`config.mk`:
```
export PLATFORM = sky130hd
export DESIGN_NAME = relay_candidate_enumerator_core
export DESIGN_NICKNAME = d
export VERILOG_FILES = /design/src/hw/rtl/rce_pkg.sv /design/src/hw/rtl/relay_candidate_enumerator_core.sv /design/src/hw/rtl/rce_table_ram.sv
export SDC_FILE = /design/constraint.sdc
export NUM_CORES = 1
export LEC_CHECK = 0
export CAP_MARGIN = 15
export CELL_PAD_IN_SITES_DETAIL_PLACEMENT = 2
export CELL_PAD_IN_SITES_GLOBAL_PLACEMENT = 2
export CORE_ASPECT_RATIO = 1.5
export CORE_UTILIZATION = 43
export CTS_CLUSTER_SIZE = 14
export DETAILED_ROUTE_END_ITERATION = 6
export DONT_BUFFER_PORTS = 1
export GPL_TIMING_DRIVEN = 0
export HOLD_SLACK_MARGIN = 0.08
export PLACE_DENSITY = 0.86
export SYNTH_ARGS = -nofsm -noshare
export SYNTH_HDL_FRONTEND = slang
export SYNTH_SLANG_ARGS = --single-unit
```
`constraint.sdc`:
```
create_clock -name clk -period 5.71 [get_ports clk]
set_clock_uncertainty 0.2 [all_clocks]
set_input_delay 0.571 -clock clk [delete_from_list [all_inputs] [get_ports clk]]
set_output_delay 0.571 -clock clk [all_outputs]
set_load 0.02 [all_outputs]
```
`src/hw/rtl/rce_pkg.sv`:
```
`timescale 1ns / 1ps
`default_nettype none
// ----------------------------------------------------------------------------
// Relay candidate enumerator package
// Shared widths, action codes, register indexes and state types.
// ----------------------------------------------------------------------------
package rce_pkg;

    // Width of one relay address and of the scan indexes.
    localparam int RELAY_W = 8;
    localparam int IDX_W   = 7;

    // Configuration port geometry.
    localparam int CFG_IDX_W  = 1;
    localparam int CFG_DATA_W = 8;

    // Configuration register indexes.
    localparam logic [CFG_IDX_W-1:0] CFG_NODE_COUNT = 1'b0;
    localparam logic [CFG_IDX_W-1:0] CFG_DEST_ADDR  = 1'b1;

    // Action codes carried by an input item.
    typedef enum logic [1:0] {
        ACT_WRITE   = 2'd0,
        ACT_NEXT    = 2'd1,
        ACT_RESTART = 2'd2
    } action_t;

    // Which part of the enumeration is running.
    typedef enum logic [1:0] {
        SER_NONE   = 2'd0,
        SER_SINGLE = 2'd1,
        SER_PAIR   = 2'd2
    } series_t;

    // Control sequencer states.
    typedef enum logic [1:0] {
        ST_IDLE,
        ST_SCAN,
        ST_SEARCH,
        ST_RESULT
    } state_t;

endpackage : rce_pkg
`default_nettype wire

```
`src/hw/rtl/relay_candidate_enumerator_core.sv`:
```
`timescale 1ns / 1ps
`default_nettype none
// ----------------------------------------------------------------------------
// Relay candidate enumerator core
// Keeps a relay address table and hands out single and paired relay routes.
// ----------------------------------------------------------------------------
// A write or restart item completes in the idle state. A next item first scans
// the table for an entry that differs from the destination, one entry per
// cycle and stopping at the first one; if there is none, a not-found result
// is produced. Otherwise it then steps through the candidate order at one
// step per cycle, each step reading the first and second slot through the
// two table read ports, until a route is found. The result moves from the
// result registers to the output register, and a stalled receiver holds it
// back. The table is not cleared at reset; slots must be written before a
// next item reads them.
module relay_candidate_enumerator_core #(
    parameter int TABLE_DEPTH = 64
) (
    input  wire logic                           clk,
    input  wire logic                           rst_n,
    // Configuration write port.
    input  wire logic                           cfg_we,
    input  wire logic [rce_pkg::CFG_IDX_W-1:0]  cfg_index,
    input  wire logic [rce_pkg::CFG_DATA_W-1:0] cfg_data,
    // Input items.
    input  wire logic                           in_valid,
    output logic                                in_ready,
    input  wire logic [1:0]                     action,
    input  wire logic [5:0]                     entry_index,
    input  wire logic [7:0]                     entry_value,
    // Result items.
    output logic                                out_valid,
    input  wire logic                           out_ready,
    output logic                                found,
    output logic      [1:0]                     hop_count,
    output logic      [7:0]                     first_relay,
    output logic      [7:0]                     second_relay
);

    localparam int AW = (TABLE_DEPTH > 1) ? $clog2(TABLE_DEPTH) : 1;
    localparam int IW = (AW > rce_pkg::IDX_W) ? AW : rce_pkg::IDX_W;

    // Control and configuration registers.
    rce_pkg::state_t               state_reg, state_next;
    rce_pkg::series_t              series_reg, series_next;
    logic [rce_pkg::IDX_W-1:0]     fi_reg, fi_next;
    logic [rce_pkg::IDX_W-1:0]     si_reg, si_next;
    logic [rce_pkg::IDX_W-1:0]     scan_cnt_reg, scan_cnt_next;
    logic                          pend_reg, pend_next;
    logic [rce_pkg::IDX_W-1:0]     node_count_reg;
    logic [rce_pkg::RELAY_W-1:0]   dest_addr_reg;
    logic                          out_valid_reg, out_valid_next;

    // Result payload registers.
    logic                          res_found_reg, res_found_next;
    logic [1:0]                    res_hop_reg, res_hop_next;
    logic [rce_pkg::RELAY_W-1:0]   res_first_reg, res_first_next;
    logic [rce_pkg::RELAY_W-1:0]   res_second_reg, res_second_next;
    logic                          out_found_reg;
    logic [1:0]                    out_hop_reg;
    logic [rce_pkg::RELAY_W-1:0]   out_first_reg;
    logic [rce_pkg::RELAY_W-1:0]   out_second_reg;

    // Table access.
    logic                          ram_we;
    logic [IW-1:0]                 waddr_wide;
    logic [rce_pkg::IDX_W-1:0]     rd_idx_a, rd_idx_b;
    logic [IW-1:0]                 raddr_a_wide, raddr_b_wide;
    logic [rce_pkg::RELAY_W-1:0]   rd_a, rd_b;

    // Decision terms.
    logic                          in_acc;
    logic                          out_load;
    logic [rce_pkg::IDX_W-1:0]     eff_cnt;
    logic                          scan_any, scan_none;
    logic                          a_use, b_use, a_ok, b_ok, hit;
    logic [rce_pkg::IDX_W-1:0]     fi_inc, si_inc;

    // Effective entry count is node_count limited to the table depth.
    always_comb
    begin
        if (9'(node_count_reg) > 9'(TABLE_DEPTH))
        begin
            eff_cnt = rce_pkg::IDX_W'(TABLE_DEPTH);
        end
        else
        begin
            eff_cnt = node_count_reg;
        end
    end

    assign in_ready = (state_reg == rce_pkg::ST_IDLE);
    assign in_acc   = in_valid && in_ready;
    assign out_load = (state_reg == rce_pkg::ST_RESULT) && (!out_valid_reg || out_ready);

    // Table scan: data of the previous index arrives this cycle.
    assign scan_any  = pend_reg && (rd_a != dest_addr_reg);
    assign scan_none = !pend_reg && (scan_cnt_reg >= eff_cnt);

    // Candidate check on the slots read last cycle.
    assign a_use  = (rd_a != dest_addr_reg);
    assign b_use  = (rd_b != dest_addr_reg);
    assign a_ok   = (fi_reg < eff_cnt);
    assign b_ok   = (si_reg < eff_cnt);
    assign fi_inc = fi_reg + rce_pkg::IDX_W'(1);
    assign si_inc = si_reg + rce_pkg::IDX_W'(1);

    always_comb
    begin
        if (series_reg == rce_pkg::SER_PAIR)
        begin
            hit = a_ok && b_ok && (fi_reg != si_reg) && a_use && b_use;
        end
        else
        begin
            hit = a_ok && a_use;
        end
    end

    // Next state.
    always_comb
    begin
        state_next = state_reg;
        case (state_reg)
            rce_pkg::ST_IDLE:
            begin
                if (in_acc && (rce_pkg::action_t'(action) == rce_pkg::ACT_NEXT))
                begin
                    state_next = rce_pkg::ST_SCAN;
                end
            end
            rce_pkg::ST_SCAN:
            begin
                if (scan_any)
                begin
                    state_next = rce_pkg::ST_SEARCH;
                end
                else if (scan_none)
                begin
                    state_next = rce_pkg::ST_RESULT;
                end
            end
            rce_pkg::ST_SEARCH:
            begin
                if (hit)
                begin
                    state_next = rce_pkg::ST_RESULT;
                end
            end
            rce_pkg::ST_RESULT:
            begin
                if (out_load)
                begin
                    state_next = rce_pkg::ST_IDLE;
                end
            end
            default:
            begin
                state_next = rce_pkg::ST_IDLE;
            end
        endcase
    end

    // Enumeration state, result and table read addresses.
    always_comb
    begin
        series_next     = series_reg;
        fi_next         = fi_reg;
        si_next         = si_reg;
        scan_cnt_next   = scan_cnt_reg;
        pend_next       = pend_reg;
        res_found_next  = res_found_reg;
        res_hop_next    = res_hop_reg;
        res_first_next  = res_first_reg;
        res_second_next = res_second_reg;
        ram_we          = 1'b0;

        case (state_reg)
            rce_pkg::ST_IDLE:
            begin
                if (in_acc)
                begin
                    case (rce_pkg::action_t'(action))
                        rce_pkg::ACT_WRITE:
                        begin
                            ram_we = (8'(entry_index) < 8'(TABLE_DEPTH));
                        end
                        rce_pkg::ACT_NEXT:
                        begin
                            scan_cnt_next = '0;
                            pend_next     = 1'b0;
                        end
                        rce_pkg::ACT_RESTART:
                        begin
                            series_next = rce_pkg::SER_NONE;
                            fi_next     = '0;
                            si_next     = '0;
                        end
                        default:
                        begin
                            ram_we = 1'b0;
                        end
                    endcase
                end
            end
            rce_pkg::ST_SCAN:
            begin
                if (scan_any)
                begin
                    // A usable relay exists: start or resume the enumeration.
                    series_next = (series_reg == rce_pkg::SER_PAIR) ?
                                  rce_pkg::SER_PAIR : rce_pkg::SER_SINGLE;
                end
                else if (scan_none)
                begin
                    res_found_next  = 1'b0;
                    res_hop_next    = 2'd0;
                    res_first_next  = '0;
                    res_second_next = '0;
                end
                else
                begin
                    pend_next = (scan_cnt_reg < eff_cnt);
                    if (scan_cnt_reg < eff_cnt)
                    begin
                        scan_cnt_next = scan_cnt_reg + rce_pkg::IDX_W'(1);
                    end
                end
            end
            rce_pkg::ST_SEARCH:
            begin
                if (hit)
                begin
                    res_found_next = 1'b1;
                    res_first_next = rd_a;
                    fi_next        = fi_inc;
                    if (series_reg == rce_pkg::SER_PAIR)
                    begin
                        res_hop_next    = 2'd2;
                        res_second_next = rd_b;
                    end
                    else
                    begin
                        res_hop_next    = 2'd1;
                        res_second_next = '0;
                    end
                end
                else if (fi_inc >= eff_cnt)
                begin
                    // First slot ran past the end: step the second slot or switch between singles and pairs.
                    fi_next = '0;
                    if (series_reg == rce_pkg::SER_PAIR)
                    begin
                        si_next = si_inc;
                        if (si_inc >= eff_cnt)
                        begin
                            series_next = rce_pkg::SER_SINGLE;
                        end
                    end
                    else
                    begin
                        si_next     = '0;
                        series_next = rce_pkg::SER_PAIR;
                    end
                end
                else
                begin
                    fi_next = fi_inc;
                end
            end
            rce_pkg::ST_RESULT:
            begin
                ram_we = 1'b0;
            end
            default:
            begin
                ram_we = 1'b0;
            end
        endcase

        // Reads are issued for the indexes that the next cycle evaluates.
        if ((state_reg == rce_pkg::ST_SCAN) && !scan_any)
        begin
            rd_idx_a = scan_cnt_reg;
        end
        else
        begin
            rd_idx_a = fi_next;
        end
        rd_idx_b = si_next;
    end

    // Output register handoff.
    always_comb
    begin
        out_valid_next = out_valid_reg;
        if (out_load)
        begin
            out_valid_next = 1'b1;
        end
        else if (out_ready)
        begin
            out_valid_next = 1'b0;
        end
    end

    // Address formation from the index widths.
    assign waddr_wide   = IW'(entry_index);
    assign raddr_a_wide = IW'(rd_idx_a);
    assign raddr_b_wide = IW'(rd_idx_b);

    rce_table_ram #(
        .DEPTH (TABLE_DEPTH),
        .AW    (AW)
    ) u_table (
        .clk     (clk),
        .we      (ram_we),
        .waddr   (waddr_wide[AW-1:0]),
        .wdata   (entry_value),
        .raddr_a (raddr_a_wide[AW-1:0]),
        .raddr_b (raddr_b_wide[AW-1:0]),
        .rdata_a (rd_a),
        .rdata_b (rd_b)
    );

    // Control registers.
    always_ff @(posedge clk or negedge rst_n)
    begin
        if (!rst_n)
        begin
            state_reg      <= rce_pkg::ST_IDLE;
            series_reg     <= rce_pkg::SER_NONE;
            fi_reg         <= '0;
            si_reg         <= '0;
            scan_cnt_reg   <= '0;
            pend_reg       <= 1'b0;
            out_valid_reg  <= 1'b0;
            node_count_reg <= '0;
            dest_addr_reg  <= '0;
        end
        else
        begin
            state_reg     <= state_next;
            series_reg    <= series_next;
            fi_reg        <= fi_next;
            si_reg        <= si_next;
            scan_cnt_reg  <= scan_cnt_next;
            pend_reg      <= pend_next;
            out_valid_reg <= out_valid_next;
            if (cfg_we)
            begin
                case (cfg_index)
                    rce_pkg::CFG_NODE_COUNT:
                    begin
                        node_count_reg <= cfg_data[rce_pkg::IDX_W-1:0];
                    end
                    rce_pkg::CFG_DEST_ADDR:
                    begin
                        dest_addr_reg <= cfg_data[rce_pkg::RELAY_W-1:0];
                    end
                    default:
                    begin
                        dest_addr_reg <= dest_addr_reg;
                    end
                endcase
            end
        end
    end

    // Payload registers.
    always_ff @(posedge clk)
    begin
        res_found_reg  <= res_found_next;
        res_hop_reg    <= res_hop_next;
        res_first_reg  <= res_first_next;
        res_second_reg <= res_second_next;
        if (out_load)
        begin
            out_found_reg  <= res_found_reg;
            out_hop_reg    <= res_hop_reg;
            out_first_reg  <= res_first_reg;
            out_second_reg <= res_second_reg;
        end
    end

    assign out_valid    = out_valid_reg;
    assign found        = out_found_reg;
    assign hop_count    = out_hop_reg;
    assign first_relay  = out_first_reg;
    assign second_relay = out_second_reg;

`ifndef SYNTHESIS
    // A not-found result carries all-zero fields.
    a_notfound_zero : assert property (@(posedge clk) disable iff (!rst_n)
        out_valid_reg && !out_found_reg |->
            out_hop_reg == 2'd0 && out_first_reg == '0 && out_second_reg == '0)
        else $error("not-found result has nonzero fields");

    // The candidate search only runs with a started series.
    a_search_series : assert property (@(posedge clk) disable iff (!rst_n)
        state_reg == rce_pkg::ST_SEARCH |->
            series_reg == rce_pkg::SER_SINGLE || series_reg == rce_pkg::SER_PAIR)
        else $error("search running without a started series");

    // A new result only appears after the result state.
    a_result_source : assert property (@(posedge clk) disable iff (!rst_n)
        $rose(out_valid_reg) |-> $past(state_reg) == rce_pkg::ST_RESULT)
        else $error("result appeared outside the result state");

    // An accepted next item starts the table scan.
    a_next_starts_scan : assert property (@(posedge clk) disable iff (!rst_n)
        in_valid && in_ready && action == rce_pkg::ACT_NEXT |=>
            state_reg == rce_pkg::ST_SCAN)
        else $error("next item did not start the scan");
`endif

endmodule : relay_candidate_enumerator_core
`default_nettype wire

```
`src/hw/rtl/rce_table_ram.sv`:
```
`timescale 1ns / 1ps
`default_nettype none
// ----------------------------------------------------------------------------
// Relay table memory
// One write port and two registered read ports.
// ----------------------------------------------------------------------------
module rce_table_ram #(
    parameter int DEPTH = 64,
    parameter int AW    = 6
) (
    input  wire logic                        clk,
    input  wire logic                        we,
    input  wire logic [AW-1:0]               waddr,
    input  wire logic [rce_pkg::RELAY_W-1:0] wdata,
    input  wire logic [AW-1:0]               raddr_a,
    input  wire logic [AW-1:0]               raddr_b,
    output logic      [rce_pkg::RELAY_W-1:0] rdata_a,
    output logic      [rce_pkg::RELAY_W-1:0] rdata_b
);

    logic [rce_pkg::RELAY_W-1:0] mem [DEPTH];

    // Write port.
    always_ff @(posedge clk)
    begin
        if (we)
        begin
            mem[waddr] <= wdata;
        end
    end

    // Two read ports with registered data.
    always_ff @(posedge clk)
    begin
        rdata_a <= mem[raddr_a];
        rdata_b <= mem[raddr_b];
    end

endmodule : rce_table_ram
`default_nettype wire

```
; ---- Yosys cells after proc, flatten, opt, wreduce, memory -nomap -nowiden
; Memory sizes are Yosys's and may differ from the RTL's. A register that Yosys moved wholly into a read port is not among the register bits.
; Index checks and enable logic that the tools add are counted.
[classes]
add_sub_neg = 3
mul = 0
div = 0
magnitude_cmp = 7
eq_ne = 24
shift = 0
n_mux = 62
n_bitwise = 1
n_reduce_logical = 30
[op_table]
columns = cell, n
row1 = $mux 7, 15
row2 = $pmux 7 s2, 3
row3 = $mux 8, 5
row4 = $mux 2, 16
row5 = $pmux 8 s2, 2
row6 = $add 7x1->7 const B, 3
row7 = $ge 7x7->1, 3
row8 = $lt 7x7->1, 3
row9 = $ne 2x2->1 const B, 9
row10 = $ne 8x8->1, 2
row11 = $mux 1, 15
row12 = $logic_and 1x1->1, 11
row13 = $reduce_and 5->1, 2
row14 = $eq 2x2->1 const B, 4
row15 = $ne 2x1->1 const B, 4
row16 = $pmux 2 s4, 1
row17 = $reduce_and 4->1, 2
row18 = $reduce_bool 2->1, 4
row19 = $gt 7x7->1 const B, 1
row20 = $ne 7x7->1, 1
row21 = $reduce_and 7->1, 1
row22 = $mux 6, 1
row23 = $ne 3x3->1 const B, 2
row24 = $pmux 2 s3, 1
row25 = 10 further kinds, 16
[word_totals]
reg_bits = 80
latchBits = 0
ramBits = 512
rom_bits = 0
output_inout_bits = 21
wordCells = 146
n_memories = 1
[mem_list]
columns = name, depth, width, rd, rd_ports_with_merged_regs, write_ports, line
row1 = u_table.mem, 64, 8, 2, 2, 1, rce_table_ram.sv:21  ; logic [rce_pkg::RELAY_W-1:0] mem [DEPTH];

; ---- Longest topological paths before layout
; Gate-level depths: netlist of run 1.
[depth]
ltp_word = 11
depth_mapped = 21

; ---- Cells and area by module
; Synthesis of run 1 repeated with hierarchy kept, for this count alone.
[unflattened]
cells_unflattened = 1600
hier_area_um2 = 28718.8
[by_module_without_submodules]
columns = mod, instances, cells_each, area_per_inst_um2, seq_area_each_um2
row1 = rce_table_ram, 1, 1211, 24269.5, 15695.1
row2 = relay_candidate_enumerator_core, 1, 389, 4449.3, 2192.1

; ---- Worst setup path after synthesis of run 1
; No wires, ideal clock.
[synth_timing]
path_type = reg2reg
startpoint = reg fi_reg[0] (netlist name)
endpoint = reg u_table.rdata_a[6] (netlist name), read port of u_table.mem
arrival_ns = 3.617
required_ns = 5.374
slack_ns = 1.757
path_stages_with_launch = 18
n_path_buf = 1
cell_sequence = dfrtp_1 > ha_1 > and3_1 > nand3_1 > xnor2_1 > ha_1 > and3_1 > nand2_1 > o21ai_0 > a211o_1 > o21a_1 > o211ai_1 > and2_1 > clkbuf_1 > nand2_1 > or4_1 > o211ai_1 > o311ai_1
[synth_via]
elab_chain_cells = 9
word_cells_on_any_way = 16
cone_classes = add/sub: 1 / order compare: 2 / eq/ne: 1 / mux: 7 / reduce/logical: 5
[synth_lines]
columns = item, line
row1 = from (decl), relay_candidate_enumerator_core.sv:46  ; logic [rce_pkg::IDX_W-1:0] fi_reg, fi_next;
row2 = from (signal assigned), relay_candidate_enumerator_core.sv:345  ; fi_reg <= fi_next;
row3 = "parallel branches: the longest is 7 deep, another holds $add 7x1->7", -
row4 = $pmux 7 s2 (*), relay_candidate_enumerator_core.sv:178  ; case (state_reg)
row5 = $mux 6 (*), relay_candidate_enumerator_core.sv:282  ; if ((state_reg == rce_pkg::ST_SCAN) && !scan_any)
row6 = to (decl), rce_table_ram.sv:17  ; output logic [rce_pkg::RELAY_W-1:0] rdata_a,
; Mark *: on every way between the ends.
; A chain may end at the register's enable or synchronous reset.

; ---- Worst setup path after layout of run 1
[layout_timing]
startpoint = reg dest_addr_reg[7] (netlist name)
endpoint = reg u_table.rdata_a[0] (netlist name), read port of u_table.mem
[layout_via]
elab_chain_cells = 7
word_cells_on_any_way = 12
cone_classes = eq/ne: 2 / mux: 4 / reduce/logical: 6
[layout_lines]
columns = item, line
row1 = from (decl), relay_candidate_enumerator_core.sv:51  ; logic [rce_pkg::RELAY_W-1:0] dest_addr_reg;
row2 = from (signal assigned), relay_candidate_enumerator_core.sv:359  ; dest_addr_reg <= cfg_data[rce_pkg::RELAY_W-1:0];
row3 = from (signal assigned), relay_candidate_enumerator_core.sv:363  ; dest_addr_reg <= dest_addr_reg;
row4 = $ne 8x8->1, "relay_candidate_enumerator_core.sv:97, relay_candidate_enumerator_core.sv:101"
row5 = $logic_and 1x1->1 (2 in series), relay_candidate_enumerator_core.sv:112  ; hit = a_ok && b_ok && (fi_reg != si_reg) && a_use && b_use;
row6 = $mux 1, relay_candidate_enumerator_core.sv:110  ; if (series_reg == rce_pkg::SER_PAIR)
row7 = $mux 7, relay_candidate_enumerator_core.sv:232  ; if (hit)
row8 = $pmux 7 s2, relay_candidate_enumerator_core.sv:178
row9 = $mux 6 (*), relay_candidate_enumerator_core.sv:282
; Mark *: on every way between the ends. The rest lies on a longest branch, timed or not.

==> run summary, run 1 <==
setup violators final: 10
vias in the first global route: 28,300
DRC: 0
Post-DP Area: 31,200 um2
R2R Path End: u_table.rdata_a[0]$_DFF_P_
Seq cells post-synth: 608
largest net degree at the start of global routing: 65
DRT Wirelength: 161 mm
CTS Buf Count: 61
mean post-synth cell area: 10.4 um2
hold_sp: entry_value[4]
min-delay worst type: input pin to flip-flop
synth unique cells: 73
Synth Area in Simple Gates: 19.7%
GR Util All Layers: 45.3%
largest family of logic cells by synthesized area: simple AND/OR/NAND/NOR gates
final hold violation count: 0
WP data required: 6.07 ns
XOR/XNOR share of the synthesized area: 1.02%
crit path kind: flip-flop to flip-flop
via count: 26,800
die width: 218 um
Initial DRT Pass Iterations: 5
worst r2r src: dest_addr_reg[7]$_DFFE_PN0P_
Area growth, synth to finish: 14.3%
end-of-flow core utilization: 49.7%
IO Count: 51
die footprint: 70,700 um2
Worst Setup Start Kind: flip-flop
Final nets: 3,030
Synth Area in Adders: 1.75%
Die H: 325 um
grt total ovfl: 0
CTS tree: done
failing checks: setup timing
Root Buffer: clkbuf_16
antenna violations before repair: 12
Clock Tree Buf Depth: 3
EDFF count, synth: 550
via/cell ratio: 6.83
fin. max-slew vios: 0
Worst slew margin: 16.3%
HPWL after detailed placement: 118 mm
routability cong.: 1.09
minimum clock period: 5.88 ns
sequential share of the synthesized area: 59.7%
Largest register FFs: 512
worst reg-to-reg setup slack: -0.17 ns
max cap viols: 0
Initial Utilization: 43.4%
Worst Max-Slew Pin Slew: 1.24 ns
Syn Std Cell Area: 30,000 um2
standard-cell row count: 118
reg2reg path depth: 14
Clock transition at path regs: 0.07 ns
crit path DAT: 6.24 ns
Yosys warning total: 0
worst skew pair latency: 0.69 ns
post-DR wirelength/cell: 41.0 um
status: finished, violations left
# port buffers: 0
post-synthesis async set-or-reset flop share: 6.91%
Initial DRC Count: 2,882
post-route setup slack: -0.171 ns
fin area: 34,200 um2
hold-critical path depth: 1
Crit. End Element: flip-flop
Post-Synthesis Cells: 2,870
syn nets: 2,942
top_reg_cell synth: edfxtp_1
Synth Area in Compound Gates: 11.3%
Max FO, Critical Path: 10
fin crit share: 103%
CTS sink cnt: 608
Biggest register: u_table.mem
share of layout cells above drive strength 1: 12.8%
Final ANT Viol Nets: 0
Max Clock Freq: 170 MHz
H-tree depth: 2
mux share of post-synthesis cell area: 3.12%
Hold Path Sink: u_table.mem[51][4]$_DFFE_PP_
first-pass GRT wire length: 221 mm
Core ar.: 68,900 um2
## cell type report
| class | count | area [um2] |
|---|---|---|
| antenna | 8 | 20.0 |
| buffer | 200 | 1030 |
| clock buffer | 84 | 1770 |
| clock inverter | 31 | 206 |
| fill | 6940 | 34700 |
| inverter | 26 | 100 |
| multi-input combinational | 2034 | 11700 |
| sequential | 608 | 17900 |
| tap | 900 | 1130 |
| timing repair buffer | 27 | 410 |
## logic make-up after synthesis
family,after synthesis
AND/OR/NAND/NOR,1358
flip-flops,608
AO/OA/AOI/OAI,509
buffers and inverters,228
multiplexers,90
adder cells (fa/ha/maj),42
XOR/XNOR,35
## cells in the final DEF (no fill, tap or decap), drive strengths merged, types with 42 or more instances in the layout
master,Yosys,layout
clkbuf,79,172
ha,42,42
nand3,288,288
and3,43,43
a21oi,198,198
nor4,44,44
edfxtp,550,550
dfrtp,42,42
a31oi,64,64
buf,123,127
mux2i,73,73
nor2,95,95
nand2,809,809
## synth_stat cells, types with 16 or more instances
master    count  share of area [%]
nand2_1     809                 10
edfxtp_1    550                 55
nand3_1     288                4.8
a21oi_1     196                3.3
nor2_1       95                1.2
buf_2        86                1.4
clkbuf_1     79               0.99
mux2i_1      72                2.4
a31oi_1      64                1.3
and3_1       43               0.90
nor4_1       43               0.90
dfrtp_1      42                3.5
ha_1         42                1.8
a211oi_1     39               0.98
a32oi_1      33               0.96
o22ai_1      30               0.63
a22oi_1      26               0.65
and2_1       26               0.54
buf_1        26               0.33
xor2_1       26               0.76
inv_1        21               0.26
o21ai_0      21               0.35
a221oi_1     19               0.56
mux2_2       17               0.64
dfxtp_1      16                1.1
## how the worst max path moves through the flow
stage | startpoint | slack (ns) | cells past startpoint | to
floorplan | fi_reg[0]$_DFF_PN0_ | 1.76 | 17 | u_table.rdata_a[6]$_DFF_P_
global placement | node_count_reg[6]$_DFFE_PN0P_ | -1.68 | 17 | u_table.rdata_b[3]$_DFF_P_
detailed placement | fi_reg[0]$_DFF_PN0_ | -0.91 | 15 | u_table.rdata_a[3]$_DFF_P_
CTS | fi_reg[0]$_DFF_PN0_ | -0.03 | 17 | u_table.rdata_a[3]$_DFF_P_
global route | fi_reg[1]$_DFF_PN0_ | -0.15 | 18 | u_table.rdata_a[0]$_DFF_P_
finish | dest_addr_reg[7]$_DFFE_PN0P_ | -0.17 | 14 | u_table.rdata_a[0]$_DFF_P_
## worst max-delay path, stage by stage, from the launching register on
cell	delay, ns
dfrtp_1	0.43
xor2_1	0.18
nor4_1	0.94
a21bo_2	0.37
and2_1	0.15
clkbuf_1	0.36
a21oi_1	0.19
nand2_1	0.41
clkbuf_4	0.40
clkbuf_2	0.43
nand2_1	0.15
a31oi_2	0.62
o22ai_1	0.17
nor4_1	0.37
a22o_1	0.38
## layer usage
metal	wire length (um)	part of all wire [%]	global-route usage [%]
met3	13100	8.2	10.1
met2	74900	47	72.9
met1	53400	33	48.9
met4	19000	12	43.2
met5	41	0.026	0
## metrics by stage
stage          hold slack, ns  std cells  worst slack, ns  setup TNS [ns]
2_1_floorplan          0.0754       2870             1.76               0
3_3_place_gp           0.0764       3770            -1.68          -14.67
3_5_place_dp           0.0765       3775           -0.913          -10.05
4_1_cts                0.0842       3908          -0.0260         -0.0427
5_1_grt                 0.103       3910           -0.152          -0.232
6_report               0.0911       3918           -0.171          -0.680
## repair_timing
item,in CTS,in global routing
pin swaps,1,6
gates resized for setup,111,81
setup endpoints to repair,16,16
buffers inserted,0,2
hold buffers,19,0
endpoints found under the hold margin,570,0
Power of run 1 is left out: the tool's default activity adds up to more than one toggle a clock period on the data nets, which glitch-free logic cannot reach.
==> inputs of run 2 (changes only) <==
--- a/config.mk
+++ b/config.mk
@@ -5,10 +5,9 @@
 export SDC_FILE = /design/constraint.sdc
 export NUM_CORES = 1
 export LEC_CHECK = 0
-export CAP_MARGIN = 15
 export CELL_PAD_IN_SITES_DETAIL_PLACEMENT = 2
 export CELL_PAD_IN_SITES_GLOBAL_PLACEMENT = 2
-export CORE_ASPECT_RATIO = 1.5
+export CORE_ASPECT_RATIO = 0.5
 export CORE_UTILIZATION = 43
 export CTS_CLUSTER_SIZE = 14
 export DETAILED_ROUTE_END_ITERATION = 6
==> run 2 against run 1 <==
Effect of this change: register-to-register slack got worse by 0.10 ns; maximum frequency decreased by 1.7%; via count increased by 4.9%; the run still ends with setup timing left; global-route usage increased by 2.4 points; worst hold slack got worse by 0.017 ns; non-clock buffer count increased by 11; critical endpoint is now u_table.rdata_b[0]$_DFF_P_; design area increased by 0.67%.
==> run summary, run 2 (synthesis gave the netlist of run 1 again) <==
standard-cell row count: 67
crit path cell chain: buf_2 -> and3_1 -> nand3_1 -> xor2_2 -> inv_1 -> ha_1 -> a21o_1 -> a21oi_2 -> o21ai_1 -> a211o_2 -> o211ai_4 -> a22oi_2 -> buf_4 -> inv_4 -> nor2_4 -> buf_2 -> a32oi_2 -> a31oi_1 -> nor4_4 -> and3_4
HPWL after detailed placement: 121 mm
Clock transition at path regs: 0.09 ns
largest net degree at the start of global routing: 65
Worst Setup Start Kind: flip-flop
Initial DRT Pass Iterations: 6
crit path kind: flip-flop to flip-flop
reg2reg path depth: 20
RSZ-0062 raised after global routing: yes
CP startpoint: fi_reg[2]$_DFF_PN0_
Worst slew margin: 1.31%
WP depth: 20
Initial DRC Count: 4,876
setup violators final: 16
vias in the first global route: 28,100
most common cell after layout, fill and taps aside: nand2_1
Max FO, Critical Path: 10
die footprint: 70,800 um2
final hold violation count: 0
Biggest register: u_table.mem
H-tree depth: 2
Core ar.: 67,900 um2
Area growth, synth to finish: 15.1%
WP data required: 6.11 ns
die width: 375 um
min-delay worst type: input pin to flip-flop
share of layout cells above drive strength 1: 13.7%
GR Util All Layers: 47.8%
Critical Path End: u_table.rdata_b[0]$_DFF_P_
fin crit share: 105%
Initial Utilization: 44.1%
max cap viols: 0
Crit path largest cell delay: 0.79 ns
critical path's slowest cell: nor4_4
commonest cells after routing, fill and taps aside: nand2_1, edfxtp_1, nand3_1, a21oi_1, nor2_1
worst reg-to-reg setup slack: -0.27 ns
Final ANT Viol Nets: 0
CTS Buf Count: 56
antenna violations before repair: 20
DRC: 0
Post-DP Area: 31,200 um2
crit path DAT: 6.38 ns
R2R Path End: u_table.rdata_b[0]$_DFF_P_
CP delay by family, top: compound AO/OA/AOI/OAI gates
Worst Max-Slew Pin Slew: 1.47 ns
minimum clock period: 5.98 ns
via/cell ratio: 7.18
Root Buffer: clkbuf_16
Most Frequent Cell on Critical Path: buf_2
worst r2r src: fi_reg[2]$_DFF_PN0_
Largest register FFs: 512
CTS sink cnt: 608
post-DR wirelength/cell: 44.4 um
failing checks: setup timing
via count: 28,100
routability cong.: 0.999
DRT Wirelength: 174 mm
first-pass GRT wire length: 233 mm
fin. max-slew vios: 0
CP bufs+invs: 5
Clock Tree Buf Depth: 3
Max Clock Freq: 167 MHz
worst skew pair latency: 0.67 ns
Crit. End Element: flip-flop
fin area: 34,500 um2
Die H: 189 um
IO Count: 51
CTS tree: done
post-route setup slack: -0.275 ns
Final nets: 3,036
status: finished, violations left
# port buffers: 0
grt total ovfl: 0
[run 2: timing repair]
item	in CTS	in global routing
cloned	0	0
hold buffers	19	0
hold endpoints to repair	570	0
gates resized for setup	211	81
pin swaps	7	12
buffers inserted	1	6
setup endpoints to repair	16	16
[run 2: per-layer routing]
layer,vias up,part of all wire (%),global-route usage (%)
met5,-,0.19,0
met4,18,4.4,17.8
met3,447,17,21.6
met2,2396,40,66.7
met1,14500,38,64.7
li1,10700,-,-
[run 2: worst min-delay path by stage]
stage / start / to / slack [ns] / cells after the start
after floorplan: rst_n / dest_addr_reg[0]$_DFFE_PN0P_ / 0.08 / 0
after global placement: rst_n / pend_reg$_DFFE_PN0P_ / 0.08 / 0
after detailed placement: rst_n / state_reg[1]$_DFFE_PN0P_ / 0.08 / 0
after CTS: entry_value[6] / u_table.mem[56][6]$_DFFE_PP_ / 0.11 / 1
after global routing: entry_value[7] / u_table.mem[57][7]$_DFFE_PP_ / 0.09 / 1
final: entry_value[7] / u_table.mem[57][7]$_DFFE_PP_ / 0.07 / 1
[run 2: per-stage QoR]
stage	TNS, ns	hold slack [ns]	cells	setup WS (ns)	utilization, %
floorplan	0	0.0754	2870	1.76	-
global placement	-17.70	0.0763	3767	-1.55	45.8
detailed placement	-16.62	0.0764	3779	-1.51	46.0
CTS	0	0.110	3902	0.00218	50.3
global route	-1.55	0.0857	3907	-0.225	50.8
finish	-2.83	0.0737	3910	-0.275	50.8
[run 2: cell type report]
class | count | area [um2]
antenna | 3 | 7.51
multi-input combinational | 2034 | 11800
buffer | 200 | 1190
inverter | 26 | 105
clock buffer | 77 | 1550
tap | 897 | 1120
timing repair buffer | 38 | 487
sequential | 608 | 17900
fill | 6763 | 33400
clock inverter | 27 | 287
[run 2: worst reg2reg max path: cells and delay by family, from the launching register on]
family          cells  cell delay (ns)
simple gates        5             1.73
compound gates      8             2.07
flops               1             0.37
buf+inv             5             1.00
xor+xnor            1             0.27
fa+ha+maj           1             0.31
Power of run 2 is left out for the same reason.
